==> src/design/lpss_pkg.sv <==
`default_nettype none

package lpss_pkg;

  localparam int MAX_LEN_DEFAULT = 1024;
  localparam int CHAR_W          = 8;
  localparam int LEN_OUT_W       = 11;

  typedef logic [CHAR_W-1:0]    char_t;
  typedef logic [LEN_OUT_W-1:0] len_out_t;

  // per-cycle control from the sequencer to the compare unit
  typedef struct packed {
    logic valid;       // a span pair is in the compare stage
    logic short_span;  // span length 2 or 3: inner span is trivially a palindrome
    logic bank;        // flag bank of this length's parity
    logic clear;       // new string closed, restart best length
  } cmp_ctl_t;

endpackage

`default_nettype wire

==> src/design/lpss_flag_ram.sv <==
`default_nettype none

module lpss_flag_ram #(
  parameter int DEPTH = lpss_pkg::MAX_LEN_DEFAULT,
  parameter int AW    = $clog2(DEPTH)
) (
  input  wire logic          clk,
  input  wire logic          wr_en,
  input  wire logic [AW-1:0] wr_addr,
  input  wire logic          wr_data,
  input  wire logic [AW-1:0] rd_addr,
  output logic               rd_data
);

  logic mem [DEPTH];

  always_ff @(posedge clk) begin
    if (wr_en) begin
      mem[wr_addr] <= wr_data;
    end
    rd_data <= mem[rd_addr];
  end

endmodule

`default_nettype wire

==> config.mk <==
export PLATFORM = sky130hd
export DESIGN_NAME = lpss_flag_ram
export DESIGN_NICKNAME = d
export VERILOG_FILES = /design/src/design/lpss_pkg.sv /design/src/design/lpss_flag_ram.sv
export SDC_FILE = /design/constraint.sdc
export NUM_CORES = 1
export LEC_CHECK = 0
export ABC_AREA = 1
export BUFFER_PORTS_ARGS = -buffer_cell sky130_fd_sc_hd__buf_2
export CELL_PAD_IN_SITES_DETAIL_PLACEMENT = 1
export CELL_PAD_IN_SITES_GLOBAL_PLACEMENT = 2
export CORE_MARGIN = 5
export CORE_UTILIZATION = 33
export CTS_CLUSTER_DIAMETER = 200
export DETAILED_ROUTE_END_ITERATION = 8
export GPL_ROUTABILITY_DRIVEN = 1
export MAX_ROUTING_LAYER = met4
export PLACE_DENSITY = 0.62
export SLEW_MARGIN = 40
export SYNTH_ARGS = -nofsm -noshare
export SYNTH_HDL_FRONTEND = slang
export SYNTH_SLANG_ARGS = --single-unit
==> constraint.sdc <==
create_clock -name clk -period 2.78 [get_ports clk]
set_input_delay 0.139 -clock clk [delete_from_list [all_inputs] [get_ports clk]]
set_output_delay 0.139 -clock clk [all_outputs]
set_load 0.005 [all_outputs]
==> run metrics <==
status complete, no violations; syn_nets 4,702; Synth Flop Type edfxtp_1; first-pass GRT wire length 248,000 microns; pwr dens 655 nW/um^2; DR iter-0 viols 2,779; synth cell count leaders 1,102 x nand2_1, 1,042 x nor2_1, 1,024 x edfxtp_1, 1,021 x nand3_1, 196 x clkbuf_1; via count 34.7k; # IOs 24; drt drc 0; Final Wtd Congestion 0.747; RR Endpoint rd_data; cell depth of the worst flop-to-flop path 13; Seq/Total Area, Yosys 66.3%; top post-synthesis cells by area edfxtp_1 66%, nand3_1 11%, nand2_1 8.9%; internal cell power 26,400 uW; Skew-Pair Late Insertion Delay 0.73 ns; Nets 4,626; switching power 8200 uW; worst slew pin tran 0.850 ns; post-synthesis cell type count 17; share of cells above drive strength 1 8.52%; FF-to-FF Start mem[881]; # port buffers 23; Fin Clk Skew 0.0226 ns; Root Buffer Master clkbuf_16; average wire per standard cell 26.1 microns; R2R Setup Slk 0.20 ns; Pre-Repair DR Iteration Count 5; hold slack 0.168 ns; Max VDD drop 0.588 mV; synthesis-to-layout area growth 13.8%; Worst slew margin 43.4%; leakage 0.0174 uW; total clock sinks 1,025; # rows 137; CTS buffer count 116; finished layout cell area 52,800 sq um; sequential share of power 49.2%; largest net degree at the start of global routing 143; vias in the first global route 34.7k; crit path DAT 3.18 ns; clock network fraction of total power 44.1%; WP data required 3.39 ns; via density per instance 5.27; grt ovf 0; Async SR Flop Fraction 0%; syn avg cell area 9.91 sq um; Hold WC Path Type input port to flop; Max FO, Critical Path 1; Max Clock Freq 388 MHz; CTS Hold Bufs 7; count leader, synth nand2_1; Critical Path Sink Type flop; Cell Area, Placed 49,000 sq um; Hold Path End mem[683]; Min Clock Period, post-route 2.58 ns; placed instance count 6,353; Critical Path Source Type flop; GRT Overall Usage 23.6%; H-Tree Depth 3; Ys Warns 0; antenna-violating nets left 0; clk slew on worst S/H paths 0.06 ns; period utilization 92.6%; max-capacitance violation count 0; Initial Util 33.2%; Setup Fix Bufs, Post-CTS 0; die width 385 microns; FF+latch count, synth 1,025; sw frac 23.7%; Synth Instances 4,679; fill count 15.6k; Post-synth EDFFs 1,024; Fin. Hold Viols 0; area share of the largest cell type after synthesis 66.3%; TNS Setup 0 ns; Core Area 140,000 sq um; CTS tree yes; hold path startpoint wr_addr[4]; cts repair resizes 0; Die H 385 microns; placed wire-length estimate 88,200 microns; RSZ-0062 raised after global routing false; Setup CP Type flop to flop; cell taking the most area after synthesis edfxtp_1; combinational share of power 6.7%; Slew Limit Fails 0; Cell Area, Synth 46,400 sq um; clock buffer depth 3; Setup-failing EPs final 0; drt total wl 172,000 microns; hold depth 4; Non-Filler Instances 6,578; initial antenna violation count 9; die area 148,000 sq um
==> metal layers <==
| layer | GRT usage (%) | wire length, microns |
|---|---|---|
| met4 | 4.73 | 2810 |
| met2 | 39.2 | 83700 |
| met5 | - | 0 |
| met1 | 31.8 | 78200 |
| met3 | 2.51 | 7180 |
==> worst max-delay path: stages, from the launching register on <==
cell,delay [ns]
edfxtp_1,0.37
nand2_1,0.08
nand3_1,0.10
nand3_1,0.10
nand3_1,0.09
nand3_1,0.16
nand3_1,0.36
nand3_1,0.21
nand2_1,0.10
nand2_1,0.08
nand3_1,0.09
nand3_1,0.11
dlygate4sd3_1,0.56
nand2_1,0.05
==> cells in the final DEF, fill, tap and decap left out, drive strengths merged <==
master | netlist | final
nor2 | 1042 | 1042
edfxtp | 1024 | 1024
dfxtp | 1 | 1
nand3 | 1021 | 1021
bufinv | 0 | 11
nor3 | 24 | 24
nand2 | 1102 | 1102
clkinv | 0 | 59
diode | 0 | 5
buf | 216 | 211
clkinvlp | 0 | 1
nand4 | 7 | 7
dlygate4sd3 | 0 | 7
clkbuf | 196 | 141
inv | 46 | 46
==> sequential cells by signal, summed over array words and instances (netlist names) <==
name,count
rd_data,1
mem,1024
==> worst max path at each step <==
stage,cells after the start,to,startpoint,slack [ns]
after floorplan,5,mem[800],wr_en,1.19
after global routing,13,rd_data,mem[308],0.08
after detailed placement,14,rd_data,rd_addr[0],0.19
after CTS,13,rd_data,mem[891],0.23
after global placement,14,rd_data,rd_addr[0],0.19
final,13,rd_data,mem[881],0.20
==> cell families after synthesis <==
family        after synthesis  synth area share, %
simple gates             3196                 28.7
buf+inv                   458                 4.94
flops                    1025                 66.3
==> metrics by stage <==
stage          total power, uW  util [%]  worst slack [ns]
2_1_floorplan            18500         -              1.19
3_3_place_gp             19700      35.1             0.193
3_5_place_dp             19700      35.1             0.189
4_1_cts                  35000      37.8             0.230
5_1_grt                  35800      37.8            0.0774
6_report                 34600      37.8             0.205
==> power groups by stage <==
stage	clock, uW	sequential [uW]	combinational [uW]
after floorplan	0	17300	1200
after global placement	0	17300	2330
after detailed placement	0	17300	2340
after CTS	15600	17000	2360
after global routing	16200	17000	2520
final	15200	17000	2330
==> layout make-up <==
type / instances / area, sq um / area share (%)
inverters: 46 / 214 / 0.405
well taps: 1876 / 2350 / 4.44
clock inverters: 71 / 628 / 1.19
flip-flops and latches: 1025 / 30800 / 58.3
repair buffers: 218 / 2370 / 4.50
diodes: 5 / 12.5 / 0.0237
multi-input cells: 3196 / 13400 / 25.4
clock buffers: 141 / 3060 / 5.80
No activity file was read; power rests on OpenSTA's default activity.
