--- src/design/lpss_pkg.sv ---
`default_nettype none

package lpss_pkg;

  localparam int MAX_LEN_DEFAULT = 1024;
  localparam int CHAR_W          = 8;
  localparam int LEN_OUT_W       = 11;

  typedef logic [CHAR_W-1:0]    char_t;
  typedef logic [LEN_OUT_W-1:0] len_out_t;

  // per-cycle control from the sequencer to the compare unit
  typedef struct packed {
    logic valid;       // a span pair is in the compare stage
    logic short_span;  // span length 2 or 3: inner span is trivially a palindrome
    logic bank;        // flag bank of this length's parity
    logic clear;       // new string closed, restart best length
  } cmp_ctl_t;

endpackage

`default_nettype wire

--- src/design/lpss_cmp_unit.sv ---
`default_nettype none

module lpss_cmp_unit #(
  parameter int CW = 11
) (
  input  wire logic               clk,
  input  wire logic               rst,
  input  wire lpss_pkg::cmp_ctl_t ctl,
  input  wire logic [CW-1:0]      len,
  input  wire lpss_pkg::char_t    ch_a,
  input  wire lpss_pkg::char_t    ch_b,
  input  wire logic               flag0,
  input  wire logic               flag1,
  output logic                    hit,
  output logic [CW-1:0]           best
);

  logic inner;

  assign inner = ctl.short_span | (ctl.bank ? flag1 : flag0);
  assign hit   = ctl.valid & (ch_a == ch_b) & inner;

  // lengths are swept in ascending order, so the latest hit is the longest
  always_ff @(posedge clk) begin
    if (rst) begin
      best <= CW'(1);
    end else if (ctl.clear) begin
      best <= CW'(1);
    end else if (hit) begin
      best <= len;
    end
  end

  a_hit_loads_len: assert property (@(posedge clk) disable iff (rst)
    hit |=> best == $past(len))
    else $error("best length not taken from hit");

  a_hit_min_len: assert property (@(posedge clk) disable iff (rst)
    hit |-> len >= CW'(2))
    else $error("hit on span shorter than two");

  a_best_monotonic: assert property (@(posedge clk) disable iff (rst)
    !ctl.clear |=> best >= $past(best))
    else $error("best length decreased within a string");

endmodule

`default_nettype wire

--- config.mk ---
export PLATFORM = sky130hd
export DESIGN_NAME = lpss_cmp_unit
export DESIGN_NICKNAME = d
export VERILOG_FILES = /design/src/design/lpss_pkg.sv /design/src/design/lpss_cmp_unit.sv
export SDC_FILE = /design/constraint.sdc
export NUM_CORES = 1
export LEC_CHECK = 0
export BUFFER_PORTS_ARGS = -buffer_cell sky130_fd_sc_hd__buf_4
export CORE_ASPECT_RATIO = 1.25
export CORE_MARGIN = 1
export CORE_UTILIZATION = 33
export DETAILED_ROUTE_END_ITERATION = 12
export GPL_ROUTABILITY_DRIVEN = 0
export PLACE_DENSITY = 0.69
export SKIP_CTS_REPAIR_TIMING = 1
export SLEW_MARGIN = 20
export SYNTH_ARGS = -nofsm -noshare
export SYNTH_HDL_FRONTEND = slang
export SYNTH_SLANG_ARGS = --single-unit
--- constraint.sdc ---
create_clock -name clk -period 1 [get_ports clk]
set_input_delay 0.05 -clock clk [delete_from_list [all_inputs] [get_ports clk]]
set_output_delay 0.05 -clock clk [all_outputs]
set_load 0.1 [all_outputs]
==> summary.md, run 1 <==
| Metric | Value |
|---|---|
| Status | finished with violations |
| Failing checks | negative setup slack |
| CP delay by family, top | simple AND/OR/NAND/NOR gates |
| Clock skew | 0 ps |
| R2R Path Start | best[0]$_SDFFE_PP1P_ |
| Worst-case vdd ir drop | between 0.6 and 0.7 mV |
| Syn Inst Count | slightly above 60 |
| Cell taking the most area after synthesis | dfxtp_1 |
| Die width | 39.76 microns |
| Top Ports | 47 |
| Internal power | about 0.00074 W |
| Min-delay src | len[3] |
| Area grow syn2layout | 83.40% |
| Layout cells sized above 1 | ~65% |
| Max_slew headroom | just over 80% |
| CTS Buf Count | 3 |
| GRT Total Usage | 15.72% |
| Synth unique cells | 14 |
| Aggregate negative setup slack | -33.22 ps |
| Final worst setup slack | -23.94 ps |
| Area of the multi-input gates | between 300 and 400 sq um |
| Sequential fraction of the synthesis area | a little under two fifths |
| Fillcell total | approximately 140 |
| Vias in the first global route | around 550 |
| Final cell count without fillers | 131 |
| Worst-margin pin slew | 279.8 ps |
| Core area | ~1600 sq um |
| Clock-pin slew on the worst setup and hold paths | around 70 ps |
| DRT iter0 DRCs | 4 |
| Syn avg cell area | approximately 9.6 sq um |
| Starting density of the core | 36.27% |
| Critical path cell sequence | buf_4, xnor2_2, nand4_1, nor3_4, buf_12 |
| Sw frac | approximately 23% |
| Nets | between 100 and 150 |
| Critical-path top delay cell | nor3_4 |
| Die height | 49.20 microns |
| Grt ovf | 0 |
| Routed WL | 1347 microns |
| Mapped cell area | 588.1 sq um |
| H-tree depth | 1 |
| Setup Crit Path Kind | input port to primary output |
| Final setup violation count | 2 |
| CTS tree | done |
| Critical Path AT | ~970 ps |
| Hold WC Path Type | input port to flip-flop |
| CTS max path bufs | 2 |
| Post-layout minimum cycle time | 1024 ps |
| Pre-Repair DR Iteration Count | 2 |
| Fmax achieved | ~980 MHz |
| Vias per cell | about 4.5 |
| Top reg by flops | best |
| First-pass GRT wire length | ~2100 microns |
| CTS sink count | 11 |
| DR vias | 593 |
| RR Endpoint | best[0]$_SDFFE_PP1P_ |
| DPL Wire Length | ~1100 microns |
| Yosys reg bits | 11 |
| Worst path required time | between 900 and 1000 ps |
| DR DRC count | 0 |
| Slowest stage delay, CP | around 290 ps |
| Hold-critical path depth | 3 |
| Post-route antenna net violation count | 0 |
| Static Leak | 0.4841 nW |
| Critical Path Sink Type | primary output |
| RSZ-0062 raised after global routing | true |
| FP Rows | 16 |
| Slew Limit Fails | 0 |
| Cell Area, Placed | about 1000 sq um |
| Clock latency on the worst-skew pair | roughly 260 ps |
| Final Hold Fails | 0 |
| Pin count of the biggest net entering global routing | 21 |
| DP Cell Count | about 130 |
| P_sw | around 0.00022 W |
| Worst Reg2Reg Path Length in Cells | 2 |
| Crit path depth | 5 |
| Root buffer cell | clkbuf_4 |
| Crit Path Max Fanout | 4 |
| Initial antenna violation count | 0 |
| Design area | around 1100 sq um |
| PD cells | 892.1 nW/um^2 |
| # port buffers | 46 |
| Top cells by area, synth | dfxtp_1 (37%), mux2i_1 (19%), nand2_1 (13%) |
| Clk network pwr share | 31.2% |
| Largest regs | best x11 |
| Max reg flops | 11 |
| Wire per inst | slightly above 10 microns |
| Syn nets | 96 |
| Area share of the largest cell type after synthesis | between 30% and 40% |
| Reg power frac | a little under half |
| Period Utilization, post-route | 102.4% |
| R2R Setup Slk | 300 ps |
| Antenna fix cells | 0 |
| Setup crit start kind | input port |
| Hold Path End | best[3]$_SDFFE_PP0P_ |
| FF+latch area | between 200 and 250 sq um |
| Logic pwr share | between 20% and 30% |
| Max Cap Viol | 0 |
| Die area | 1956 sq um |
| Synth warn | 0 |
| CP bufs+invs | 2 |
per-layer routing:
metal | vias up | GRT usage (%) | share of wire, %
li1 | 305 | - | -
met1 | 266 | 15.65 | 34
met2 | 22 | 26.50 | 60
met3 | 0 | 5.479 | 5.6
met4 | 0 | 8.621 | 0
met5 | - | 0 | 0
cells in the mapped netlist:
cell       n
clkbuf_1   2
xnor2_1    7
o211ai_4   1
mux2_4     1
nor2_1     1
xnor2_2    1
buf_12     1
nand4_1    1
nand2_1   20
nand3_1    1
dfxtp_1   11
nor3_4     1
mux2i_1   11
nor3_1     2
tightest hold or removal path, stage by stage:
cell,delay (ps)
buf_4,100
nand2_1,40
mux2i_1,60
cells in the final DEF, fill, tap and decap left out, drive strengths merged:
cell type / netlist / routed
nor2: 1 / 1
mux2: 1 / 1
o211ai: 1 / 1
nand3: 1 / 1
xnor2: 8 / 8
mux2i: 11 / 11
nor3: 3 / 3
nand4: 1 / 1
nand2: 20 / 20
clkbuf: 2 / 4
dfxtp: 11 / 11
buf: 1 / 51
worst max-delay path by stage:
stage            start                    to
6_report       ch_b[5]                   hit
5_1_grt        ch_b[5]                   hit
4_1_cts        ch_b[2]                   hit
3_5_place_dp   ch_b[2]  best[9]$_SDFFE_PP0P_
3_3_place_gp   ch_b[2]  best[8]$_SDFFE_PP0P_
2_1_floorplan   ctl[1]  best[0]$_SDFFE_PP1P_
power by group through the flow:
stage / clock [W] / combinational, W / sequential, W
2_1_floorplan: 0 / 0.0000783 / 0.000450
3_5_place_dp: 0 / 0.000203 / 0.000448
6_report: 0.000300 / 0.000225 / 0.000438
3_3_place_gp: 0 / 0.000200 / 0.000448
5_1_grt: 0.000358 / 0.000240 / 0.000438
4_1_cts: 0.000310 / 0.000204 / 0.000438
cells by family (layout without fill, tap and decap cells):
| group | after synthesis | count (layout) | share of synthesized area (%) |
|---|---|---|---|
| AND/OR/NAND/NOR | 26 | 26 | 19.79 |
| AO/OA/AOI/OAI | 1 | 1 | 3.617 |
| multiplexers | 12 | 12 | 21.28 |
| flip-flops | 11 | 11 | 37.45 |
| XOR/XNOR | 8 | 8 | 13.19 |
| buffers and inverters | 3 | 55 | 4.681 |
stage by stage:
stage / worst slack, ps / power [W] / hold slack [ps] / utilization, %
2_1_floorplan: -96.93 / 0.0005281 / 184.7 / -
3_3_place_gp: -112.8 / 0.0006476 / 305.2 / 60.65
3_5_place_dp: -178.3 / 0.0006511 / 313.1 / 60.65
4_1_cts: -86.75 / 0.0009518 / 20.39 / 62.27
5_1_grt: -77.25 / 0.001036 / 12.38 / 66.51
6_report: -23.94 / 0.0009621 / 28.18 / 66.51
area by class of cell:
cell class | instances | area share [%]
Sequential cell | 11 | 21.69
Tap cell | 18 | 2.088
Timing Repair Buffer | 51 | 38.40
Multi-Input combinational cell | 47 | 35.38
Clock buffer | 4 | 2.436
Power figures use the tool's default switching activity.
==> run 2: changes to the inputs <==
--- a/config.mk
+++ b/config.mk
@@ -12,6 +12,7 @@
 export DETAILED_ROUTE_END_ITERATION = 12
 export GPL_ROUTABILITY_DRIVEN = 0
 export PLACE_DENSITY = 0.69
+export SETUP_SLACK_MARGIN = 0.2
 export SKIP_CTS_REPAIR_TIMING = 1
 export SLEW_MARGIN = 20
 export SYNTH_ARGS = -nofsm -noshare
==> constraint.sdc (replaced) <==
create_clock -name clk -period 1 [get_ports clk]
set_input_delay 0.1 -clock clk [delete_from_list [all_inputs] [get_ports clk]]
set_output_delay 0.1 -clock clk [all_outputs]
set_load 0.1 [all_outputs]
==> run 2 against run 1 <==
Die area is the same. Critical path type unchanged. Largest power group unchanged. Non-clock buffer count grew 2. Worst hold slack better by 44 ps. Global-route usage increased by 0.25 points. Design area grew 18%. The flow still finishes with violations (negative setup slack).
==> summary.md, run 2 (same netlist as run 1, synthesis figures left out) <==
| Metric | Value |
|---|---|
| Worst path required time | 900 ps (was 950 ps) |
| Final setup violation count | 4 (was 2) |
| Antenna fix cells | 0 (unchanged) |
| Setup Crit Path Kind | input port to primary output (unchanged) |
| Die area | 1956 sq um (unchanged) |
| Worst Reg2Reg Path Length in Cells | 2 (unchanged) |
| Vias per cell | 4.564 (was 4.527) |
| First-pass GRT wire length | 2125 microns (was 2070 microns) |
| Cell Area, Placed | 988.4 sq um (was 983.4 sq um) |
| Static Leak | 0.5494 nW (was 0.4841 nW) |
| Root buffer cell | clkbuf_4 (unchanged) |
| Commonest non-fill, non-tap cell in the layout | buf_4 (unchanged) |
| DRT iter0 DRCs | 9 (was 4) |
| RSZ-0062 raised after global routing | true (unchanged) |
| Period Utilization, post-route | 106.5% (was 102.4%) |
| Area grow syn2layout | 116.8% (was 83.40%) |
| Failing checks | negative setup slack (unchanged) |
| Die height | 49.20 microns (unchanged) |
| Worst-case vdd ir drop | 0.7360 mV (was 0.6490 mV) |
| Post-route antenna net violation count | 0 (unchanged) |
| CTS sink count | 11 (unchanged) |
| CTS Buf Count | 3 (unchanged) |
| DP Cell Count | 126 (unchanged) |
| Largest regs | best x11 (unchanged) |
| GRT Total Usage | 15.98% (was 15.72%) |
| Hold-critical path depth | 3 (unchanged) |
| Routed WL | 1645 microns (was 1347 microns) |
| CTS max path bufs | 2 (unchanged) |
| DPL Wire Length | 1160 microns (was 1099 microns) |
| Vias in the first global route | 574 (was 549) |
| Pre-Repair DR Iteration Count | 4 (was 2) |
| Finished Core Util | 78.63% (was 66.51%) |
| Pin count of the biggest net entering global routing | 13 (was 21) |
| Worst-margin pin slew | 236.2 ps (was 279.8 ps) |
| Most used cells in the layout excluding fill and tap cells | buf_4 (33), nand2_1 (20), buf_12 (12) (was buf_4 (45), nand2_1 (20), mux2i_1 (11), dfxtp_2 (11), buf_6 (5)) |
| Dpl ws | -226.5 ps (was -178.3 ps) |
| Hold WC Path Type | input port to flip-flop (unchanged) |
| FF+latch area | 239.0 sq um (was 234.0 sq um) |
| Max reg flops | 11 (unchanged) |
| Clock-pin slew on the worst setup and hold paths | 80 ps (was 70 ps) |
| Clock skew | 0 ps (unchanged) |
| DR vias | 607 (was 593) |
| Fillcell total | 116 (was 138) |
| PD cells | 776.5 nW/um^2 (was 892.1 nW/um^2) |
| Critical Path Sink Type | primary output (unchanged) |
| Setup crit start kind | input port (unchanged) |
| Slew Limit Fails | 0 (unchanged) |
| Max Cap Viol | 0 (unchanged) |
| Max_slew headroom | 84.20% (was 81.50%) |
| Die width | 39.76 microns (unchanged) |
| Area of the multi-input gates | 409.1 sq um (was 381.6 sq um) |
| FP Rows | 16 (unchanged) |
| CTS tree | done (unchanged) |
| H-tree depth | 1 (unchanged) |
| Final cell count without fillers | 133 (was 131) |
| Critical Path AT | 960 ps (was 970 ps) |
| Initial antenna violation count | 0 (unchanged) |
| Top reg by flops | best (unchanged) |
| Top Ports | 47 (unchanged) |
| Status | finished with violations (unchanged) |
| Post-layout minimum cycle time | 1065 ps (was 1024 ps) |
| Grt ovf | 0 (unchanged) |
| DR DRC count | 0 (unchanged) |
| Core area | 1622 sq um (unchanged) |
| Final worst setup slack | -64.66 ps (was -23.94 ps) |
| Nets | 151 (was 149) |
| Final Hold Fails | 0 (unchanged) |
| # port buffers | 46 (unchanged) |
| Starting density of the core | 36.27% (unchanged) |
| Clock latency on the worst-skew pair | 270 ps (was 260 ps) |
| Crit Path Max Fanout | 3 (was 4) |
| Wire per inst | 12.37 microns (was 10.28 microns) |
| Design area | 1275 sq um (was 1079 sq um) |
| Fmax achieved | 939.3 MHz (was 976.6 MHz) |
| Layout cells sized above 1 | 68.70% (was 64.60%) |
[run 2: path summary, 6_finish.rpt]
path,startpoint,to,slack [ps]
worst max-delay path,ch_b[2],hit,-60
worst min-delay path,len[10],best[10]$_SDFFE_PP0P_,70
worst max register to register,best[0]$_SDFFE_PP1P_,best[0]$_SDFFE_PP1P_,270
worst min register to register,best[1]$_SDFFE_PP0P_,best[1]$_SDFFE_PP0P_,480
[run 2: power by group]
part / switching (W) / total, W / leakage (nW) / internal (W)
Combinational: 0.0000845 / 0.000246 / 0.441 / 0.000162
Sequential: 0.000000270 / 0.000432 / 0.0939 / 0.000432
Clock: 0.000157 / 0.000311 / 0.0150 / 0.000155
Total: 0.000242 / 0.000990 / 0.549 / 0.000749
[run 2: layout make-up]
| cell class | count | share of cell area (%) |
|---|---|---|
| clock buffer | 4 | 2.061 |
| timing repair buffer | 53 | 45.34 |
| tap | 18 | 1.766 |
| sequential | 11 | 18.74 |
| multi-input combinational | 47 | 32.09 |
[run 2: worst max-delay path, stage by stage]
cell	delay (ps)
buf_4	130
xnor2_4	150
o211ai_4	100
nor3_4	270
buf_12	210
[run 2: per-stage QoR]
step | TNS [ps] | hold WS (ps) | power, W
after global placement | -1913 | 351.5 | 0.0006458
after detailed placement | -2473 | 357.7 | 0.0006486
after CTS | -192.1 | 68.95 | 0.0009567
after global routing | -718.2 | 65.93 | 0.001047
after floorplan | -1322 | 231.6 | 0.0005228
final | -81.71 | 71.80 | 0.0009900
[run 2: routing by layer]
metal	up-vias	part of all wire, %	global-route usage [%]
met5	-	0	0
met3	2	4.3	8.676
met4	0	1.2	3.448
met1	275	31	14.74
met2	21	63	28.69
li1	309	-	-
