$ cat src/design/lpss_pkg.sv
`default_nettype none

package lpss_pkg;

  localparam int MAX_LEN_DEFAULT = 1024;
  localparam int CHAR_W          = 8;
  localparam int LEN_OUT_W       = 11;

  typedef logic [CHAR_W-1:0]    char_t;
  typedef logic [LEN_OUT_W-1:0] len_out_t;

  // per-cycle control from the sequencer to the compare unit
  typedef struct packed {
    logic valid;       // a span pair is in the compare stage
    logic short_span;  // span length 2 or 3: inner span is trivially a palindrome
    logic bank;        // flag bank of this length's parity
    logic clear;       // new string closed, restart best length
  } cmp_ctl_t;

endpackage

`default_nettype wire

$ cat src/design/lpss_char_if.sv
`default_nettype none

interface lpss_char_if;
  logic                valid;
  logic                ready;
  lpss_pkg::char_t     char_in;
  logic                last_char;

  modport source (output valid, output char_in, output last_char, input ready);
  modport sink (input valid, input char_in, input last_char, output ready);
endinterface

`default_nettype wire

$ cat src/design/lpss_result_if.sv
`default_nettype none

interface lpss_result_if;
  logic                 valid;
  logic                 ready;
  lpss_pkg::len_out_t   longest_len;
  logic                 truncated;

  modport source (output valid, output longest_len, output truncated, input ready);
  modport sink (input valid, input longest_len, input truncated, output ready);
endinterface

`default_nettype wire

$ cat src/design/lpss_seq.sv
`default_nettype none

module lpss_seq #(
  parameter int MAX_LEN = lpss_pkg::MAX_LEN_DEFAULT,
  parameter int AW      = $clog2(MAX_LEN),
  parameter int CW      = $clog2(MAX_LEN + 1)
) (
  input  wire logic           clk,
  input  wire logic           rst,
  lpss_char_if.sink           chars,
  lpss_result_if.source       result,
  input  wire logic [CW-1:0]  best,
  output logic                tw_en,
  output logic [AW-1:0]       tw_addr,
  output lpss_pkg::char_t     tw_data,
  output logic [AW-1:0]       rd_addr_a,
  output logic [AW-1:0]       rd_addr_b,
  output logic [AW-1:0]       rd_flag_addr,
  output logic [AW-1:0]       fw_addr,
  output logic [CW-1:0]       len1,
  output lpss_pkg::cmp_ctl_t  ctl
);

  localparam logic [1:0] S_LOAD  = 2'd0;
  localparam logic [1:0] S_SWEEP = 2'd1;
  localparam logic [1:0] S_DRAIN = 2'd2;
  localparam logic [1:0] S_DONE  = 2'd3;

  logic [1:0]         state;
  logic [CW-1:0]      count;
  logic [CW-1:0]      n;
  logic [CW-1:0]      len;
  logic [AW-1:0]      i;
  logic [AW-1:0]      i1;
  logic               valid1;
  logic               ovf;
  logic               out_valid;
  lpss_pkg::len_out_t out_len;
  logic               out_trunc;

  logic          accept;
  logic          full;
  logic [CW-1:0] n_after;
  logic [CW-1:0] span_end;
  logic          row_end;
  logic          sweep_end;
  logic          out_free;
  logic          out_load;

  assign chars.ready = (state == S_LOAD);
  assign accept      = chars.valid & chars.ready;
  assign full        = (count == CW'(MAX_LEN));
  assign n_after     = full ? count : count + CW'(1);

  assign span_end  = CW'(i) + len;   // one past the span's right end
  assign row_end   = (span_end == n);
  assign sweep_end = row_end & (len == n);
  assign out_free  = !out_valid | result.ready;
  assign out_load  = (state == S_DONE) & out_free;

  assign tw_en        = accept & !full;
  assign tw_addr      = count[AW-1:0];
  assign tw_data      = chars.char_in;
  assign rd_addr_a    = i;
  assign rd_addr_b    = AW'(span_end - CW'(1));
  assign rd_flag_addr = AW'(CW'(i) + CW'(1));
  assign fw_addr      = i1;

  assign ctl.valid      = valid1;
  assign ctl.short_span = (len1 <= CW'(3));
  assign ctl.bank       = len1[0];
  assign ctl.clear      = accept & chars.last_char;

  assign result.valid       = out_valid;
  assign result.longest_len = out_len;
  assign result.truncated   = out_trunc;

  always_ff @(posedge clk) begin
    if (rst) begin
      state     <= S_LOAD;
      count     <= '0;
      ovf       <= 1'b0;
      valid1    <= 1'b0;
      out_valid <= 1'b0;
    end else begin
      valid1 <= (state == S_SWEEP);
      unique case (state)
        S_LOAD: begin
          if (accept) begin
            if (full) begin
              ovf <= 1'b1;
            end else begin
              count <= count + CW'(1);
            end
            if (chars.last_char) begin
              n     <= n_after;
              len   <= CW'(2);
              i     <= '0;
              state <= (n_after >= CW'(2)) ? S_SWEEP : S_DRAIN;
            end
          end
        end
        S_SWEEP: begin
          if (sweep_end) begin
            state <= S_DRAIN;
          end else if (row_end) begin
            len <= len + CW'(1);
            i   <= '0;
          end else begin
            i <= i + AW'(1);
          end
        end
        S_DRAIN: begin
          state <= S_DONE;
        end
        S_DONE: begin
          if (out_free) begin
            state <= S_LOAD;
            count <= '0;
            ovf   <= 1'b0;
          end
        end
        default: begin
          state <= S_LOAD;
        end
      endcase
      if (out_load) begin
        out_valid <= 1'b1;
      end else if (result.ready) begin
        out_valid <= 1'b0;
      end
    end
  end

  always_ff @(posedge clk) begin
    len1 <= len;
    i1   <= i;
    if (out_load) begin
      out_len   <= lpss_pkg::len_out_t'(best);
      out_trunc <= ovf;
    end
  end

  a_count_bound: assert property (@(posedge clk) disable iff (rst)
    count <= CW'(MAX_LEN))
    else $error("character count beyond capacity");

  a_span_in_range: assert property (@(posedge clk) disable iff (rst)
    (state == S_SWEEP) |-> (span_end <= n && len >= CW'(2)))
    else $error("sweep span outside stored string");

  a_stage_from_sweep: assert property (@(posedge clk) disable iff (rst)
    valid1 |-> $past(state) == S_SWEEP)
    else $error("compare stage loaded outside sweep");

  a_result_from_done: assert property (@(posedge clk) disable iff (rst)
    $rose(out_valid) |-> $past(state) == S_DONE)
    else $error("result word raised outside done state");

endmodule

`default_nettype wire

$ cat src/flat_wrapper.sv
// flat-port wrapper written by rule: the top's interface ports become plain ports
module lpss_seq_flat 
#(
  parameter int MAX_LEN = lpss_pkg::MAX_LEN_DEFAULT,
  parameter int AW      = $clog2(MAX_LEN),
  parameter int CW      = $clog2(MAX_LEN + 1)
)
  (clk, rst, best, tw_en, tw_addr, tw_data, rd_addr_a, rd_addr_b, rd_flag_addr, fw_addr, len1, ctl, chars_valid, chars_char_in, chars_last_char, chars_ready, result_valid, result_longest_len, result_truncated, result_ready);
  lpss_char_if chars_i ();
  lpss_result_if result_i ();
  input  wire logic clk;
  input  wire logic rst;
  input  wire logic [CW-1:0] best;
  output logic tw_en;
  output logic [AW-1:0] tw_addr;
  output lpss_pkg::char_t tw_data;
  output logic [AW-1:0] rd_addr_a;
  output logic [AW-1:0] rd_addr_b;
  output logic [AW-1:0] rd_flag_addr;
  output logic [AW-1:0] fw_addr;
  output logic [CW-1:0] len1;
  output lpss_pkg::cmp_ctl_t ctl;
  input wire logic [$bits(chars_i.valid)-1:0] chars_valid;
  input wire logic [$bits(chars_i.char_in)-1:0] chars_char_in;
  input wire logic [$bits(chars_i.last_char)-1:0] chars_last_char;
  output wire logic [$bits(chars_i.ready)-1:0] chars_ready;
  output wire logic [$bits(result_i.valid)-1:0] result_valid;
  output wire logic [$bits(result_i.longest_len)-1:0] result_longest_len;
  output wire logic [$bits(result_i.truncated)-1:0] result_truncated;
  input wire logic [$bits(result_i.ready)-1:0] result_ready;
  assign chars_i.valid = chars_valid;
  assign chars_i.char_in = chars_char_in;
  assign chars_i.last_char = chars_last_char;
  assign chars_ready = chars_i.ready;
  assign result_valid = result_i.valid;
  assign result_longest_len = result_i.longest_len;
  assign result_truncated = result_i.truncated;
  assign result_i.ready = result_ready;
  lpss_seq #(.MAX_LEN(MAX_LEN), .AW(AW), .CW(CW)) u_core (.clk(clk), .rst(rst), .chars(chars_i), .result(result_i), .best(best), .tw_en(tw_en), .tw_addr(tw_addr), .tw_data(tw_data), .rd_addr_a(rd_addr_a), .rd_addr_b(rd_addr_b), .rd_flag_addr(rd_flag_addr), .fw_addr(fw_addr), .len1(len1), .ctl(ctl));
endmodule
$ cat config.mk
export PLATFORM = sky130hd
export DESIGN_NAME = lpss_seq_flat
export DESIGN_NICKNAME = d
export VERILOG_FILES = /design/src/design/lpss_pkg.sv /design/src/design/lpss_char_if.sv /design/src/design/lpss_result_if.sv /design/src/design/lpss_seq.sv /design/src/flat_wrapper.sv
export SDC_FILE = /design/constraint.sdc
export NUM_CORES = 1
export LEC_CHECK = 0
export BUFFER_PORTS_ARGS = -buffer_cell sky130_fd_sc_hd__buf_2
export CORE_ASPECT_RATIO = 1.75
export CORE_MARGIN = 5
export CORE_UTILIZATION = 57
export DETAILED_ROUTE_END_ITERATION = 7
export PLACE_DENSITY_LB_ADDON = 0.05
export SETUP_SLACK_MARGIN = 0.5
export SKIP_LAST_GASP = 1
export SYNTH_ARGS = -nofsm -noshare
export SYNTH_HDL_FRONTEND = slang
export SYNTH_SLANG_ARGS = --single-unit
export TNS_END_PERCENT = 20
$ cat constraint.sdc
create_clock -name clk -period 11.95 [get_ports clk]
set_input_delay 1.195 -clock clk [delete_from_list [all_inputs] [get_ports clk]]
set_output_delay 1.195 -clock clk [all_outputs]
set_load 0.03 [all_outputs]
==> metrics, run 1 <==
CTS tree done; Max Cap Violations 0; pin count of the biggest net entering global routing 20; R2R setup slack 7.60 ns; Worst-Margin Slew ~1.1 ns; Post-Place Cell Area about 4700 um^2; Rel. slew slack 25.77%; Port Buffers 95; Synth Area per Inst between 10 and 15 um^2; worst hold slack 0.4460 ns; die width 76.03 um; area of the multi-input gates just over 2000 um^2; filler cell count approximately 640; fin crit period around 4.5 ns; number of remaining DRC errors 0; pwr dens roughly 250 nW/um^2; DRT iter0 DRCs 157; Layout area overhead 15.94%; HP Class reg -> reg; CP max FO 8; fin area just over 5000 um^2; slowest cell on the critical path edfxtp_1; Clock Sinks 81; Die Y 125.6 um; gr ovfl total 0; Final TNS setup 0 ns; FF+latch area 2062 um^2; crit path kind reg -> out; CP delay by family, top simple AND/OR/NAND/NOR gates; #FFs+latches synth 81; hold path depth 0; crit share post-route 37.52%; post-synth cell types 56; Clk Latency, worst-skew pair 0.34 ns; post-route insts no fill 592; DR vias/cell 5.730; Mapped Area 4349 um^2; first-pass GRT wire length roughly 17000 um; clk root buf clkbuf_16; final worst slack 7.467 ns; pre-CTS setup slack around 7.6 ns; Crit. End Element primary output; IO Pins 112; Final Hold Viols 0; PostCTS Resize Cnt 0; CTS clk-pin slew, worst paths around 0.06 ns; critical-path cell list ha_1 -> inv_1 -> fa_1 -> nor2b_1 -> o31ai_1 -> a21boi_1 -> or3_1 -> nor2_1 -> nand2_1 -> nor3_1 -> xnor2_1 -> buf_2; Post-Syn Nets 468; Setup Viol. Count Final 0; Final Max Slew Viols 0; status finished, final reports clean; FFs w/ async S/R, synth 0%; EDFF count, synth 44; die area 9546 um^2; initial antenna violation count 0; initial core utilization ~58%; Clock Path Buffers 2; Hold Buf Count CTS 0; Total Power between 1 and 1.5 mW; CP Launch Type register; Reg2Reg Depth 9; leading area contributor after synthesis edfxtp_1; slowest stage delay, CP 0.52 ns; hold wc startpoint u_core.ovf; worst vdd ir 0.1474 mV; Syn. warnings 0; post-route core utilization between 60% and 70%; dominant synthesized flop cell edfxtp_1; Core Region 7515 um^2; H-tree levels 3; nets@finish 544; vias in the first global route 3513; critical path arrival about 3.3 ns; RR Endpoint u_core.len[3]; critical path required time 10.76 ns; Synth top area share 30.38%; RSZ-0062 raised after global routing false; Buf+Inv Stages, Crit Path 2; diode count 0; hpwl dp about 8400 um; Cells after DPL 576; maximum operating frequency 223.0 MHz; Syn Inst Count 423; ranking of synthesized cells by area edfxtp_1 30%, dfxtp_1 17%, xor2_1 7.2%; post-synthesis sequential area ratio 47.41%; Wirelength per Cell 17.75 um; GP Congestion 0.9264; most frequent cells in the layout 95 x buf_2, 48 x nor2_1, 44 x edfxtp_1, 37 x dfxtp_1, 36 x xor2_1; CTS Buf Count 9; layout cell share with drive strength beyond 1 between 20% and 30%; Worst Hold Endpoint u_core.result.truncated; Cell Rows 42; antenna-violating nets left 0; Pre-antenna DRT Iters 4; most common cell after layout, fill and taps aside buf_2; skew final 0.004157 ns; via count 3392; routed wire length around 11000 um; Pleak 2.116 nW; Post-CTS Setup Bufs 0; worst reg2reg path startpoint u_core.len[3]; Total GRT Usage around 22%
[state kept, by name, indices dropped and copies added (netlist names)]
signal	cells
u_core.count	11
u_core.fw_addr	10
u_core.len	11
u_core.len1	11
u_core.n	11
u_core.ovf	1
u_core.rd_addr_a	10
u_core.result.longest_len	11
u_core.result.truncated	1
u_core.result.valid	1
u_core.state	2
u_core.valid1	1
[routing by layer]
metal | global-route usage, % | vias to the layer above | wire length [um]
met1 | 20.89 | 1593 | 3669
li1 | - | 1630 | -
met4 | 15.62 | 0 | 581
met2 | 40.45 | 128 | 5711
met5 | 0 | - | 0
met3 | 5.683 | 41 | 548
[area by class of cell]
cell class / count / share of cell area, %
flip-flops and latches: 81 / 40.89
multi-input cells: 294 / 40.20
repair buffers: 96 / 9.578
clock buffers: 10 / 4.541
well taps: 88 / 2.184
clock inverters: 6 / 1.340
inverters: 17 / 1.266
[synthesized netlist by cell type (5+ instances only)]
cell,count
nand2_1,17
a22oi_1,6
nor2_1,48
o21ai_0,15
nor2b_1,13
nor3_1,8
dfxtp_1,37
a21o_1,5
xnor2_1,20
nand3_1,17
clkbuf_1,7
or3_1,6
nor4_1,8
edfxtp_1,44
buf_4,20
and3_1,6
ha_1,20
a21oi_1,17
inv_1,17
nand4_1,5
xor2_1,36
[worst reg2reg max path, cell delays in order, from the launching register on]
cell and delay (ns):
edfxtp_1 0.52, ha_1 0.46, nand3_1 0.15, o22ai_2 0.23
mux2_4 0.34, or3_1 0.35, a2111o_1 0.48, nor3_1 0.16
a31o_2 0.35, nor4b_2 0.93
[worst max path at each step]
stage,endpoint,startpoint,cells after the start
finish,rd_addr_b[9],u_core.rd_addr_a[0],12
floorplan,u_core.len[0],u_core.rd_addr_a[3],9
CTS,rd_addr_b[9],u_core.rd_addr_a[0],12
global route,rd_addr_b[9],u_core.rd_addr_a[0],12
detailed placement,u_core.len[8],u_core.len[3],9
global placement,u_core.len[10],u_core.rd_addr_a[0],11
[report_power, final]
group          leakage [nW]  total, mW  switching, mW  internal [mW]
Combinational          1.26      0.598          0.406          0.192
Clock                 0.139      0.271          0.108          0.162
Sequential            0.716      0.395         0.0424          0.353
Total                  2.12       1.26          0.557          0.707
[cell families after synthesis]
| kind of cell | Yosys count | synth area share [%] |
|---|---|---|
| xor+xnor | 58 | 12.26 |
| buf+inv | 48 | 6.128 |
| fa+ha+maj | 21 | 6.214 |
| compound gates | 73 | 11.42 |
| mux | 1 | 0.3451 |
| flops | 81 | 47.41 |
| simple gates | 141 | 16.23 |
Note: power is estimated with default switching activity, not from simulation.
==> inputs of run 2 (changes only) <==
--- a/config.mk
+++ b/config.mk
@@ -8,7 +8,7 @@
 export BUFFER_PORTS_ARGS = -buffer_cell sky130_fd_sc_hd__buf_2
 export CORE_ASPECT_RATIO = 1.75
 export CORE_MARGIN = 5
-export CORE_UTILIZATION = 57
+export CORE_UTILIZATION = 53
 export DETAILED_ROUTE_END_ITERATION = 7
 export PLACE_DENSITY_LB_ADDON = 0.05
 export SETUP_SLACK_MARGIN = 0.5
==> constraint.sdc (replaced) <==
create_clock -name clk -period 4.5 [get_ports clk]
set_input_delay 0.45 -clock clk [delete_from_list [all_inputs] [get_ports clk]]
set_output_delay 0.45 -clock clk [all_outputs]
set_load 0.03 [all_outputs]
==> run 2 against run 1 <==
  * Largest power group unchanged
  * Global-route usage shrank 0.94 points
  * Highest routed layer unchanged
  * Critical path type is now reg -> reg
  * Via count down 0.91%
  * Register-to-register slack got worse by 6.8 ns
  * Sequential cell count is the same
  * Wire length fell by 1.4%
  * Sequential power grew to 2.7 times the previous value
  * Critical endpoint is now u_core.len[7]
==> metrics, run 2 (synthesis gave the netlist of run 1 again) <==
Crit. End Element register (was primary output); worst vdd ir 0.4164 mV (was 0.1474 mV); DRT iter0 DRCs 133 (was 157); Core Region 7963 um^2 (was 7515 um^2); CTS Buf Count 9 (unchanged); crit path kind reg -> reg (was reg -> out); CP max FO 11 (was 8); hold path depth 1 (was 0); post-route core utilization 63.76% (was 67.10%); HP Class in -> reg (was reg -> reg); IO Pins 112 (unchanged); Port Buffers 95 (unchanged); Layout area overhead 16.74% (was 15.94%); filler cell count 669 (was 637); CTS tree done (unchanged); Setup Viol. Count Final 0 (unchanged); GP Congestion 0.9372 (was 0.9264); status finished, final reports clean (unchanged); Final TNS setup 0 ns (unchanged); antenna-violating nets left 0 (unchanged); initial antenna violation count 0 (unchanged); hpwl dp 8159 um (was 8360 um); Die Y 129.8 um (was 125.6 um); gr ovfl total 0 (unchanged); CTS clk-pin slew, worst paths 0.06 ns (about the same); Net Sw Power 1.474 mW (was 0.5567 mW); Pre-antenna DRT Iters 4 (unchanged); Clock Sinks 81 (unchanged); vias in the first global route 3400 (was 3513); Total GRT Usage 21.24% (was 22.18%); critical path arrival 3.72 ns (was 3.29 ns); Clock power frac 21.7% (was 21.4%); die area 10190 um^2 (was 9546 um^2); Final Max Slew Viols 0 (unchanged); Reg2Reg Depth 10 (was 9); nets@finish 547 (was 544); critical path required time 4.54 ns (was 10.76 ns); RSZ-0062 raised after global routing false (unchanged); pwr dens 663.2 nW/um^2 (was 250.6 nW/um^2); FF+latch area 2062 um^2 (unchanged); Worst-Margin Slew 1.056 ns (was 1.111 ns); maximum operating frequency around 270 MHz; Total Power 3.367 mW (was 1.264 mW); Max Cap Violations 0 (unchanged); via count 3361 (was 3392); worst hold slack 0.2835 ns (was 0.4460 ns); Cell Rows 43 (was 42); diode count 0 (unchanged); initial core utilization 54.62% (was 57.88%); Gate power share 47.2% (was 47.3%); most frequent cells in the layout 95 x buf_2, 48 x nor2_1, 44 x edfxtp_1, 37 x dfxtp_1, 36 x xor2_1 (unchanged); pin count of the biggest net entering global routing 20 (unchanged); Final Hold Viols 0 (unchanged); Rel. slew slack 29.46% (was 25.77%); DR vias/cell 5.630 (was 5.730); P_int 1.893 mW (was 0.7070 mW); crit share post-route 81.87%; fin crit period about 3.7 ns; Clock Path Buffers 2 (unchanged); clk root buf clkbuf_16 (unchanged); layout cell share with drive strength beyond 1 25.64% (was 25.00%); Flop pwr share 31.1% (was 31.3%); post-route insts no fill 597 (was 592); area of the multi-input gates 2031 um^2 (was 2027 um^2); routed wire length 10370 um (was 10510 um); Pleak 2.140 nW (was 2.116 nW); H-tree levels 3 (unchanged); Clk Latency, worst-skew pair 0.34 ns (about the same); Wirelength per Cell 17.37 um (was 17.75 um); most common cell after layout, fill and taps aside buf_2 (unchanged); number of remaining DRC errors 0 (unchanged); switch share 43.78% (was 44.05%); Cells after DPL 579 (was 576); first-pass GRT wire length 16530 um (was 16860 um); die width 78.48 um (was 76.03 um); skew final 0.009007 ns (was 0.004157 ns); CP Launch Type register (unchanged)
[run 2: per-layer routing]
| metal | GRT usage (%) | vias up | part of all wire [%] |
|---|---|---|---|
| met3 | 5.594 | 25 | 6.0 |
| li1 | - | 1637 | - |
| met4 | 12.98 | 0 | 4.0 |
| met2 | 39.65 | 127 | 54 |
| met1 | 20.58 | 1572 | 36 |
| met5 | 0 | - | 0 |
[run 2: final timing paths]
path | start | to | slack [ns]
setup / recovery | u_core.len[3] | u_core.len[7] | 0.82
hold / removal | best[7] | u_core.result.longest_len[7] | 0.28
hold reg to reg | u_core.ovf | u_core.result.truncated | 0.44
setup reg to reg | u_core.len[3] | u_core.len[7] | 0.82
[run 2: stage by stage]
stage	worst slack (ns)	area [um^2]
floorplan	0.5418	4355
global placement	0.8116	4756
detailed placement	0.7005	4756
CTS	0.6885	5059
global route	0.5849	5077
finish	0.8159	5077
[run 2: critical path, stage by stage (launching register included)]
cell and delay [ns]:
edfxtp_1 0.52, ha_1 0.46, nand3_1 0.15, o22ai_2 0.20
mux2_4 0.33, or3_1 0.35, a2111o_1 0.47, nor3_1 0.15
a31o_2 0.29, nor4b_2 0.22, buf_4 0.23
[run 2: final cells by class]
cell class	count	share of cell area [%]
multi-input cells	294	40.00
repair buffers	99	9.956
flip-flops and latches	81	40.61
clock inverters	7	1.528
inverters	17	1.257
well taps	90	2.218
clock buffers	9	4.436
[run 2: power by group through the flow]
stage,clock (mW),sequential (mW),combinational [mW]
2_1_floorplan,0,1.18,1.07
3_3_place_gp,0,1.06,1.57
3_5_place_dp,0,1.07,1.58
4_1_cts,0.745,1.05,1.59
5_1_grt,0.783,1.07,1.72
6_report,0.731,1.05,1.59
[run 2: timing repair]
action | in CTS | in global routing
resized for setup | 0 | 1
buffers inserted | 0 | 2
endpoints found under the setup margin | 0 | 11
hold buffers | 0 | 0
==> inputs of run 3 (changes only) <==
==> constraint.sdc (replaced) <==
create_clock -name clk -period 3.6 [get_ports clk]
set_input_delay 0.36 -clock clk [delete_from_list [all_inputs] [get_ports clk]]
set_output_delay 0.36 -clock clk [all_outputs]
set_load 0.03 [all_outputs]
==> run 3 against run 2 <==
  * Maximum frequency up 10%
  * Setup slack lost 0.55 ns
  * Power up 34%
  * Combinational power up 48%
  * Count of clock-buffer cells in the layout up 1
  * Clock power rose by 20%
  * Highest routed layer unchanged
==> metrics, run 3 (synthesis gave the netlist of run 1 again) <==
status finished, final reports clean (unchanged); Cell Rows 43 (unchanged); Total GRT Usage 22.76% (was 21.24%); fin crit period 3.338 ns (was 3.684 ns); post-route insts no fill 624 (was 597); GP Congestion 0.9881 (was 0.9372); Clk Latency, worst-skew pair 0.35 ns (was 0.34 ns); via count 3537 (was 3361); Layout area overhead 26.55% (was 16.74%); IO Pins 112 (unchanged); Total Power 4.517 mW (was 3.367 mW); CTS tree done (unchanged); Cells after DPL 592 (was 579); Port Buffers 95 (unchanged); most frequent cells in the layout 94 x buf_2, 48 x nor2_1, 44 x edfxtp_1, 37 x dfxtp_1, 34 x xor2_1 (was 95 x buf_2, 48 x nor2_1, 44 x edfxtp_1, 37 x dfxtp_1, 36 x xor2_1); CP max FO 5 (was 11); Setup Viol. Count Final 0 (unchanged); slowest cell on the critical path edfxtp_1 (unchanged); Final Max Slew Viols 0 (unchanged); initial core utilization 54.62% (unchanged); critical-path cell list ha_1 -> a21oi_2 -> o22ai_2 -> mux2_4 -> or3_1 -> a2111o_1 -> nor3_2 -> a31o_2 -> nor4b_4 -> buf_4 -> clkbuf_16 (was ha_1 -> nand3_1 -> o22ai_2 -> mux2_4 -> or3_1 -> a2111o_1 -> nor3_1 -> a31o_2 -> nor4b_2 -> buf_4); worst vdd ir 0.5833 mV (was 0.4164 mV); routed wire length 11120 um (was 10370 um); Worst-Margin Slew 1.103 ns (was 1.056 ns); Final TNS setup 0 ns (unchanged); number of remaining DRC errors 0 (unchanged); Final Hold Viols 0 (unchanged); diode count 0 (unchanged); vias in the first global route 3595 (was 3400); Clock Path Buffers 2 (unchanged); RSZ-0062 raised after global routing true (was false); crit share post-route 92.72% (was 81.87%); CP Launch Type register (unchanged); H-tree levels 3 (unchanged); hpwl dp 8576 um (was 8159 um); CP delay by family, top compound AO/OA/AOI/OAI gates (unchanged); initial antenna violation count 0 (unchanged); worst hold slack 0.1867 ns (was 0.2835 ns); critical path required time 3.67 ns (was 4.54 ns); pin count of the biggest net entering global routing 20 (unchanged); Core Region 7963 um^2 (unchanged); CTS clk-pin slew, worst paths 0.06 ns (about the same); Die Y 129.8 um (unchanged); gr ovfl total 0 (unchanged); DR vias/cell 5.668 (was 5.630); HP Class in -> reg (unchanged); nets@finish 574 (was 547); Rel. slew slack 26.35% (was 29.46%); most common cell after layout, fill and taps aside buf_2 (unchanged); die area 10190 um^2 (unchanged); skew final 0.01014 ns (was 0.009007 ns); Pre-antenna DRT Iters 4 (unchanged); die width 78.48 um (unchanged); DRT iter0 DRCs 177 (was 133); CTS Buf Count 9 (unchanged); first-pass GRT wire length 17650 um (was 16530 um); Max Cap Violations 0 (unchanged); pwr dens 820.7 nW/um^2 (was 663.2 nW/um^2); maximum operating frequency 299.6 MHz (was 271.4 MHz); Crit. End Element register (unchanged); Buf+Inv Stages, Crit Path 2 (was 1); layout cell share with drive strength beyond 1 33.33% (was 25.64%); Clock Sinks 81 (unchanged); Pleak 2.331 nW (was 2.140 nW); crit path kind reg -> reg (unchanged); Wirelength per Cell 17.82 um (was 17.37 um); antenna-violating nets left 0 (unchanged); critical path arrival 3.40 ns (was 3.72 ns); slowest stage delay, CP 0.43 ns (was 0.52 ns); clk root buf clkbuf_16 (unchanged)
## run 3: changes by cell type in the layout (fill, tap and decap cells not counted), moves of 3 or more
| cell | change |
|---|---|
| buf_4 | +25 |
| ha_1 | -5 |
| ha_4 | +3 |
| xnor2_1 | -3 |
| xnor2_2 | +3 |
## run 3: report_power, final
part / internal [mW] / switching [mW] / leakage, nW
registers: 1.17 / 0.110 / 0.716
logic: 0.874 / 1.49 / 1.47
clock network: 0.494 / 0.381 / 0.144
## run 3: worst reg2reg max path: cells and delay by family (launching register included)
kind,cells,cell delay (ns)
AOI/OAI and AO/OA,4,0.97
adders and majority gates,1,0.36
buffers and inverters,2,0.33
DFF,1,0.43
muxes,1,0.32
and+or+nand+nor,3,0.67
## run 3: path summary, 6_finish.rpt
path | cells past startpoint | start | to | slack (ns)
min | 1 | best[6] | u_core.result.longest_len[6] | 0.19
max | 11 | u_core.rd_addr_a[1] | u_core.len[7] | 0.26
min reg2reg | 0 | u_core.ovf | u_core.result.truncated | 0.44
max reg2reg | 11 | u_core.rd_addr_a[1] | u_core.len[7] | 0.26
## run 3: metal layers
metal	GRT usage, %	vias to the layer above	part of all wire (%)
li1	-	1693	-
met1	21.13	1677	34
met2	45.45	132	57
met3	3.867	35	5.4
met4	13.08	0	4.4
met5	0	-	0
## run 3: through the flow
stage	utilization [%]	worst slack, ns	area (um^2)
6_report	69.12	0.2622	5504
5_1_grt	69.12	0.1545	5504
4_1_cts	67.87	0.2826	5404
3_5_place_dp	62.02	0.1820	4938
3_3_place_gp	62.02	0.2608	4938
2_1_floorplan	-	0.1501	4428
## run 3: what timing repair did
item,in CTS,in global routing
pin swaps,10,3
gates cloned,0,1
hold buffers,0,0
endpoints found under the setup margin,37,37
gates resized for setup,14,10
setup buffers,13,2
## run 3: final cells by class
class	count	area, um^2
timing repair buffer	126	753.2
tap	90	112.6
sequential	81	2062
clock inverter	6	48.80
multi-input combinational	294	2225
inverter	17	63.81
fill	621	2459
clock buffer	10	239.0
